[config.mk]
export PLATFORM = sky130hd
export DESIGN_NAME = periodic_timer_slot_bank_unit
export DESIGN_NICKNAME = d
export VERILOG_FILES = /design/src/sv/ptsb_pkg.sv /design/src/sv/ptsb_slot.sv /design/src/sv/periodic_timer_slot_bank_unit.sv
export SDC_FILE = /design/constraint.sdc
export NUM_CORES = 1
export LEC_CHECK = 0
export BUFFER_PORTS_ARGS = -buffer_cell sky130_fd_sc_hd__buf_2
export CORE_ASPECT_RATIO = 0.7
export CORE_UTILIZATION = 49
export DETAILED_ROUTE_END_ITERATION = 10
export SYNTH_ARGS = -nofsm -noshare
export SYNTH_HDL_FRONTEND = slang
export SYNTH_HIERARCHICAL = 1
export SYNTH_SLANG_ARGS = --single-unit
[constraint.sdc]
create_clock -name clock -period 7 [get_ports clock]
set_input_delay 1.05 -clock clock [delete_from_list [all_inputs] [get_ports clock]]
set_output_delay 1.05 -clock clock [all_outputs]
set_load 0.02 [all_outputs]
[src/sv/ptsb_pkg.sv]
// Shared types and constants for the periodic timer slot bank.
// Used by ptsb_slot and periodic_timer_slot_bank_unit; depends on nothing.

package ptsb_pkg;

   // Widths fixed by the word format.
   localparam int COUNT_W    = 32;
   localparam int SLOT_IDX_W = 3;
   localparam int FIRED_W    = 8;

   // Operation codes carried in the request word.
   typedef enum logic [0:0] {
      OP_TICK     = 1'b0,
      OP_REGISTER = 1'b1
   } op_type;

   // Per-slot control, driven by the top level for one processed word.
   typedef struct packed {
      logic               tick;
      logic               load;
      logic [COUNT_W-1:0] period;
      logic               enable;
   } slot_ctrl_type;

endpackage

[src/sv/ptsb_slot.sv]
// One timer slot: a 32-bit down-counter, its reload value and an enable bit.
// Depends on ptsb_pkg for the control struct and the counter width.

module ptsb_slot (
   input  logic                  clock,
   input  logic                  reset,
   input  ptsb_pkg::slot_ctrl_type ctrl,
   output logic                  expired
);
   import ptsb_pkg::*;

   logic [COUNT_W-1:0] counter_ff;
   logic [COUNT_W-1:0] counter_in;
   logic [COUNT_W-1:0] reload_ff;
   logic [COUNT_W-1:0] reload_in;
   logic               enable_ff;
   logic               enable_in;
   logic [COUNT_W-1:0] count_dec;

   // Decrement on a tick; reaching zero reloads the counter and flags expiry.
   // A period of zero wraps through the full counter range.
   always_comb begin
      count_dec  = counter_ff - COUNT_W'(1);
      counter_in = counter_ff;
      reload_in  = reload_ff;
      enable_in  = enable_ff;
      expired    = 1'b0;
      if (ctrl.load) begin
         counter_in = ctrl.period;
         reload_in  = ctrl.period;
         enable_in  = ctrl.enable;
      end else if (ctrl.tick && enable_ff) begin
         if (count_dec == '0) begin
            counter_in = reload_ff;
            expired    = 1'b1;
         end else begin
            counter_in = count_dec;
         end
      end
   end

   // Only the enable is cleared at reset; the counter and reload are written
   // by a registration before the slot can run.
   always_ff @(posedge clock) begin
      if (reset) begin
         enable_ff <= 1'b0;
      end else begin
         enable_ff <= enable_in;
      end
   end

   always_ff @(posedge clock) begin
      counter_ff <= counter_in;
      reload_ff  <= reload_in;
   end

   // A slot is never loaded and ticked by the same word.
   a_load_tick_excl: assert property (@(posedge clock) disable iff (reset)
      !(ctrl.load && ctrl.tick))
      else $error("slot loaded and ticked together");

   // A registration sets both the count and the reload value.
   a_load_sets: assert property (@(posedge clock) disable iff (reset)
      ctrl.load |=> (counter_ff == $past(ctrl.period)) && (reload_ff == $past(ctrl.period)))
      else $error("registration did not load the slot");

   // An enabled slot at one reloads on the next tick.
   a_expiry_reload: assert property (@(posedge clock) disable iff (reset)
      (enable_ff && ctrl.tick && !ctrl.load && counter_ff == COUNT_W'(1))
      |=> counter_ff == $past(reload_ff))
      else $error("expired slot was not reloaded");

   // Without a tick or a load an enabled counter holds its value.
   a_idle_hold: assert property (@(posedge clock) disable iff (reset)
      (enable_ff && !ctrl.tick && !ctrl.load) |=> $stable(counter_ff))
      else $error("idle slot counter moved");

endmodule

[src/sv/periodic_timer_slot_bank_unit.sv]
// Top level of the periodic timer slot bank: request and response channels,
// an input register, the slot array and the response register.
// Depends on ptsb_pkg and ptsb_slot.

// Usage
// The request channel (req_valid, req_stall and the payload ports) carries
// one word per item: a tick (req_operation = OP_TICK) or a slot registration
// (OP_REGISTER) that loads period into the slot's counter and reload value
// and writes its enable. Every word produces exactly one response word on
// rsp_valid/rsp_fired: the mask of slots that expired on a tick, or zero for
// a registration. Only the lowest eight slots show in the mask.
// A word passes from acceptance through the input register, then through the
// parallel decrement of all slots into the response register. Throughput is
// one word per cycle while rsp_stall is low, set by that single pass.
// The input register keeps taking words while an earlier response is held;
// when rsp_stall is high and both registers are full, req_stall rises and
// the response word holds until taken.
// Reset clears both valid flags and all slot enables. Counters and reload
// values are not cleared; a slot runs only after it has been registered.

module periodic_timer_slot_bank_unit #(
   parameter int NUM_SLOTS = 8
) (
   input  logic                                clock,
   input  logic                                reset,
   input  logic                                req_valid,
   output logic                                req_stall,
   input  logic                                req_operation,
   input  logic [ptsb_pkg::SLOT_IDX_W-1:0]     req_slot,
   input  logic [ptsb_pkg::COUNT_W-1:0]        req_period,
   input  logic                                req_enable,
   output logic                                rsp_valid,
   input  logic                                rsp_stall,
   output logic [ptsb_pkg::FIRED_W-1:0]        rsp_fired
);
   import ptsb_pkg::*;

   logic                  in_valid_ff;
   logic                  in_valid_in;
   op_type                in_op_ff;
   logic [SLOT_IDX_W-1:0] in_slot_ff;
   logic [COUNT_W-1:0]    in_period_ff;
   logic                  in_enable_ff;
   logic                  out_valid_ff;
   logic                  out_valid_in;
   logic [FIRED_W-1:0]    fired_ff;
   logic [FIRED_W-1:0]    fired_in;
   logic                  take_in;
   logic                  advance;
   logic [NUM_SLOTS-1:0]  expired;
   slot_ctrl_type         slot_ctrl [NUM_SLOTS];

   // Handshake: the held word moves on whenever the response register is
   // free or being emptied.
   assign advance   = in_valid_ff && (!out_valid_ff || !rsp_stall);
   assign req_stall = in_valid_ff && out_valid_ff && rsp_stall;
   assign take_in   = req_valid && !req_stall;

   always_comb begin
      in_valid_in = in_valid_ff;
      if (take_in) begin
         in_valid_in = 1'b1;
      end else if (advance) begin
         in_valid_in = 1'b0;
      end
   end

   always_comb begin
      out_valid_in = out_valid_ff;
      if (advance) begin
         out_valid_in = 1'b1;
      end else if (!rsp_stall) begin
         out_valid_in = 1'b0;
      end
   end

   // Input register.
   always_ff @(posedge clock) begin
      if (take_in) begin
         in_op_ff     <= op_type'(req_operation);
         in_slot_ff   <= req_slot;
         in_period_ff <= req_period;
         in_enable_ff <= req_enable;
      end
   end

   // Slot array: every slot sees the tick, only the addressed one the load.
   // An index beyond the bank matches no slot and is ignored.
   for (genvar i = 0; i < NUM_SLOTS; i++) begin : g_slot
      always_comb begin
         slot_ctrl[i].tick   = advance && (in_op_ff == OP_TICK);
         slot_ctrl[i].load   = advance && (in_op_ff == OP_REGISTER)
                               && (32'(in_slot_ff) == 32'(i));
         slot_ctrl[i].period = in_period_ff;
         slot_ctrl[i].enable = in_enable_ff;
      end

      ptsb_slot u_slot (
         .clock   (clock),
         .reset   (reset),
         .ctrl    (slot_ctrl[i]),
         .expired (expired[i])
      );
   end

   // Fired mask: the lowest slots only, zero where the bank is smaller.
   for (genvar b = 0; b < FIRED_W; b++) begin : g_fired
      if (b < NUM_SLOTS) begin : g_live
         assign fired_in[b] = expired[b];
      end else begin : g_none
         assign fired_in[b] = 1'b0;
      end
   end

   // Response register.
   always_ff @(posedge clock) begin
      if (advance) begin
         fired_ff <= fired_in;
      end
   end

   always_ff @(posedge clock) begin
      if (reset) begin
         in_valid_ff  <= 1'b0;
         out_valid_ff <= 1'b0;
      end else begin
         in_valid_ff  <= in_valid_in;
         out_valid_ff <= out_valid_in;
      end
   end

   assign rsp_valid = out_valid_ff;
   assign rsp_fired = fired_ff;

   // The request side is held back only by a full, stalled pipeline.
   a_stall_cause: assert property (@(posedge clock) disable iff (reset)
      req_stall |-> (rsp_valid && rsp_stall && in_valid_ff))
      else $error("request stalled without a stalled response");

   // A registration word always answers with an empty mask.
   a_register_zero: assert property (@(posedge clock) disable iff (reset)
      (advance && in_op_ff == OP_REGISTER) |=> (rsp_valid && rsp_fired == '0))
      else $error("registration produced a non-zero mask");

   // A response word only leaves when it was taken.
   a_rsp_drop: assert property (@(posedge clock) disable iff (reset)
      $fell(rsp_valid) |-> $past(!rsp_stall))
      else $error("response word dropped while stalled");

endmodule
### Word level (Yosys, flattened, before mapping)

Index checks and enable logic that the tools add are counted.

| storage, ports and cells | value |
|---|---|
| flip-flop bits (word level) | 567 |
| bits in latches | 0 |
| memory bits (writable) | 0 |
| ROM bits | 0 |
| input port bits | 41 |
| output and inout bits | 10 |
| word-level logic and storage cells | 151 |
| memories | 0 |

| cells by class | value |
|---|---|
| add/sub/neg operators | 8 |
| $mul | 0 |
| div/mod/pow operators | 0 |
| order comparisons | 0 |
| equality and inequality tests | 8 |
| shift-type cells | 0 |
| multiplexer cells | 36 |
| bitwise operators | 9 |
| reduce and logical (&&, ||, !) cells | 52 |

Operators by type and width:

| kind | number |
|---|---|
| $mux 32 | 24 |
| $logic_not 32->1 | 8 |
| $sub 32x1->32 const B | 8 |
| $logic_and 1x1->1 | 22 |
| $reduce_bool 2->1 | 9 |
| $reduce_or 2->1 | 8 |
| $eq 3x3->1 const B | 4 |
| $mux 1 | 12 |
| $not 1->1 | 9 |
| $eq 3x2->1 const B | 2 |
| $eq 3x1->1 const B | 1 |
| $logic_not 1->1 | 3 |
| $logic_not 3->1 | 1 |
| $ne 2x1->1 const B | 1 |
| $logic_or 1x1->1 | 1 |

### Logic depth before layout (Yosys ltp)

| logic depth | value |
|---|---|
| word-level depth | 7 |
| mapped depth | 12 |
| depth with buffers taken out | 9 |

### By module

The synthesis kept the hierarchy.

By module, submodules not included:

| module | instances | cells an instance | area each (um^2) | seq. area each (um^2) |
|---|---|---|---|---|
| ptsb_slot (g_slot[3].u_slot ...) | 5 | 380 | 3996.3 | 1941.9 |
| ptsb_slot (g_slot[0].u_slot ...) | 3 | 358 | 3748.6 | 1941.9 |
| periodic_timer_slot_bank_unit | 1 | 72 | 1532.7 | 1391.3 |

### Least setup slack after synthesis

OpenSTA, ideal clock, no wires.

| timing path | value |
|---|---|
| path kind | in2reg |
| from | input port rsp_stall |
| to | register g_slot[3].u_slot.counter_ff[0], enable pin |
| setup time | 0.394 ns |
| arrival time | 6.104 ns |
| slack | 0.502 ns |
| stages on the path | 6 |
| path buffers | 3 |
| cells stage by stage | a21bo_1 -> buf_6 -> nor4_1 -> clkbuf_1 -> clkbuf_1 -> nand2b_1 |

RTL lines:

| what | line | source |
|---|---|---|
| start, declared | periodic_timer_slot_bank_unit.sv:33 | `input logic rsp_stall,` |
| end signal, assigned | ptsb_slot.sv:53 | `counter_ff <= counter_in;` |
| end, declared | ptsb_slot.sv:12 | `logic [COUNT_W-1:0] counter_ff;` |

### Final worst setup path

| timing path | value |
|---|---|
| from | register g_slot[3].u_slot.counter_ff[11] |
| to | register g_slot[3].u_slot.counter_ff[12], data pin |

| between the ends | value |
|---|---|
| longest elaborated chain between the ends | 5 |

RTL lines:

| what | line | source |
|---|---|---|
| $sub 32x1->32 * | ptsb_slot.sv:23 | `count_dec = counter_ff - COUNT_W'(1);` |
| $logic_not 32->1 | ptsb_slot.sv:33 | `if (count_dec == '0) begin` |
| $mux 32 * | ptsb_slot.sv:33 |  |
| $mux 32 * | ptsb_slot.sv:32 | `end else if (ctrl.tick && enable_ff) begin` |
| $mux 32 * | ptsb_slot.sv:28 | `if (ctrl.load) begin` |
| named net g_slot[3].u_slot.counter_in[12] | ptsb_slot.sv:13 | `logic [COUNT_W-1:0] counter_in;` |

Mark *: on every way through the listed nets, which the timed path passes. The rest lies on a longest branch. The select of a mux whose other input is x is not followed.
A chain may end at the register's enable or synchronous reset.

==> results.toml <==
[pwr]
power_w = 0.00719
powerDensity_nw_per_um2 = 202
ir_drop_v = 0.000186
cellLeakagePower_nw = 11.1

[yosys]
synth_flop_cell = "edfxtp_1"
synth_fp_nets = 3103
yosysTopAreaCell = "edfxtp_1"
syn_avg_cell_area_um2 = 10.8
yosys_warnings = 6
synth.yosys.seq_area_share_pct = 51.7
synth_edf_count = 557
async_reset_ff_share_pct = 0
synth_top_area_share_pct = 51.1
synth_area_leaders = "edfxtp_1 51%, o311a_1 4.3%, nor2_1 3.7%"
ys_types = 65
netlist_area_um2 = 32800
netlist_instances = 3046
ys_ff_latch = 567

[setup_path]
r2r_slack_ps = 1720
rr_worst_depth = 7
arrival_ps = 5660
path_max_fanout = 30
worstSetupEndpointType = "flip-flop"
reg2reg_to = "g_slot[3].u_slot/counter_ff[12]"
worstPathRequired_ps = 7380
startpoint_type = "flip-flop"
crit_type = "flip-flop to flip-flop"
r2r-start = "g_slot[3].u_slot/counter_ff[11]"

[clock_tree]
cts_buffers = 57
cts_tree = "yes"
clock_path_buffers = 3
post_cts_buffers = 0
htreeDepth = 2
cts_resized = 0
cts_sinks = 567
hold_buffers = 0
clk_pin_slew_ps = 70
clk_latency_ps = 650
cts-root-buf = "clkbuf_16"

[finish]
area.growth.synth_to_final_pct = 8.46
drive_gt1_share_pct = 10.6
layout.nets = 3068

[worst_hold_path]
hold_end = "g_slot[6].u_slot/enable_ff"
hold_class = "flip-flop to flip-flop"
min_path_cells = 2
worstHoldStart = "g_slot[6].u_slot/enable_ff"

[timing]
fin_crit_ps = 5280
skew_ps = 25.3
period_share_pct = 75.4
drv_slew = 0
maxSlewHeadroom_pct = 11.8
finalSetupTns_ps = 0
rsz0062_at_grt = "no"
setup_viol = 0
worstMarginPinSlew_ps = 1320
max_freq_mhz = 190
finalHoldViolations = 0

[route]
vias = 25690
routedWlPerCell_um = 25.0
firstDrtPassIters = 6
drc = 0
drt-vias-per-instance = 6.52
wirelength_um = 98500
ant_nets = 0
first_iter_violations = 2856

[placement]
portBuffers = 50
gp_congestion = 0.934
hpwl_um = 61500

[global_routing]
grt_antenna_before_repair = 13
grt_pass1_vias = 23980
grt.total_usage_pct = 28.8
grt_max_degree = 87
grt_overflow = 0
grt_pass1_wl_um = 151000

[outcome]
status = "finished clean"

[floorplan]
initial_core_util_pct = 50.0
top_level_ports = 51
dieArea_um2 = 67900
die_w_um = 311
die_h_um = 218
rows = 78
fp.coreArea_um2 = 65500

[job]
max_cap_violations = 0
-- worst max path at each step --
stage,start,to,cells past startpoint
after global routing,g_slot[3].u_slot/counter_ff[6],g_slot[3].u_slot/counter_ff[12],7
after floorplan,rsp_stall,g_slot[3].u_slot/counter_ff[0],6
after CTS,g_slot[3].u_slot/counter_ff[11],g_slot[3].u_slot/counter_ff[12],7
after global placement,g_slot[3].u_slot/counter_ff[6],g_slot[3].u_slot/counter_ff[2],7
after detailed placement,g_slot[3].u_slot/counter_ff[11],g_slot[3].u_slot/counter_ff[12],7
final,g_slot[3].u_slot/counter_ff[11],g_slot[3].u_slot/counter_ff[12],7
-- stage by stage --
step                      cell area (µm²)  cells  hold WS [ps]  utilization (%)  setup slack (ps)
after floorplan                     32800   3046           454                -               502
after global placement              33700   3832           471             51.4              1990
after detailed placement            33700   3832           490             51.4              1850
after CTS                           35500   3939           507             54.3              1820
after global routing                35500   3939           527             54.3              1290
final                               35500   3940           509             54.3              1720
-- cell type report --
class | instances | area (µm²)
Clock inverter | 32 | 343
Multi-Input combinational cell | 2148 | 14400
Timing Repair Buffer | 115 | 738
Tap cell | 880 | 1100
Fill cell | 5705 | 30000
Sequential cell | 567 | 16900
Antenna cell | 1 | 2.50
Inverter | 122 | 458
Clock buffer | 75 | 1530
-- synth_stat cells, types with 6 or more instances --
| cell type | number |
|---|---|
| or3_1 | 37 |
| xnor2_1 | 100 |
| or4_1 | 59 |
| mux2_2 | 20 |
| and3_1 | 11 |
| or2_2 | 33 |
| nand4b_1 | 19 |
| nor4b_1 | 13 |
| a211oi_1 | 15 |
| nor2b_1 | 46 |
| o21ai_0 | 183 |
| clkbuf_1 | 164 |
| nor4_1 | 92 |
| o211ai_1 | 18 |
| nor2_1 | 325 |
| and4b_1 | 6 |
| edfxtp_1 | 557 |
| ha_1 | 16 |
| o311a_1 | 140 |
| a221oi_1 | 87 |
| a21oi_1 | 36 |
| or3b_2 | 8 |
| and2_1 | 13 |
| buf_2 | 18 |
| and4_1 | 13 |
| nand2b_1 | 167 |
| xor2_1 | 83 |
| buf_6 | 11 |
| o31a_1 | 15 |
| nand2_1 | 94 |
| a311oi_1 | 68 |
| inv_1 | 121 |
| mux2i_1 | 16 |
| nor3b_1 | 16 |
| o211a_1 | 8 |
| dfxtp_1 | 10 |
| or4_4 | 18 |
| a31oi_1 | 24 |
| buf_8 | 10 |
| nor3_1 | 98 |
| o31ai_1 | 24 |
| nand3b_1 | 11 |
| nand4_1 | 76 |
| nand3_1 | 72 |
-- flip-flops by register name (all words and copies together) (netlist names) --
signal / flops
in_enable_ff: 1
rsp_fired: 8
rsp_valid: 1
in_period_ff: 32
in_slot_ff: 3
in_op_ff: 1
g_slot.u_slot/reload_ff: 256
g_slot.u_slot/enable_ff: 8
g_slot.u_slot/counter_ff: 256
in_valid_ff: 1
-- routing by layer --
metal  part of all wire (%)  track usage, %
met3                    8.8            5.31
met4                    3.5            9.95
met2                     42            41.7
met5                  0.027               0
met1                     46            43.0
-- kinds of logic after synthesis --
logic type,share of synthesized area (%)
adders and majority gates,0.611
muxes,1.18
AOI/OAI and AO/OA,15.5
buffers and inverters,4.49
xor gates and xnor gates,4.89
and+or+nand+nor,21.7
DFF,51.7
-- cells in the final DEF (no fill, tap or decap), drive strengths merged, types with 68 or more instances in the layout --
| master | instances |
|---|---|
| a221oi | 87 |
| inv | 126 |
| xor2 | 83 |
| nand2 | 94 |
| o311a | 140 |
| nor3 | 98 |
| nor4 | 100 |
| xnor2 | 100 |
| a311oi | 68 |
| or4 | 77 |
| buf | 115 |
| clkbuf | 75 |
| edfxtp | 557 |
| o21ai | 183 |
| nand4 | 76 |
| nand2b | 167 |
| nand3 | 75 |
| nor2 | 331 |
-- power by group --
part           internal [W]  switching [W]  total (W)
clock               0.00177        0.00137    0.00314
combinational     0.0000732       0.000172   0.000245
sequential          0.00375      0.0000520    0.00380
-- critical path, cell delays in order (launching register included) --
cell,delay (ps)
edfxtp_1,510
nor4_1,540
nand4_1,610
o31a_1,500
nor4_1,450
nand3_1,930
or2_1,960
o311a_1,500
Note: power is estimated with default switching activity, not from simulation.
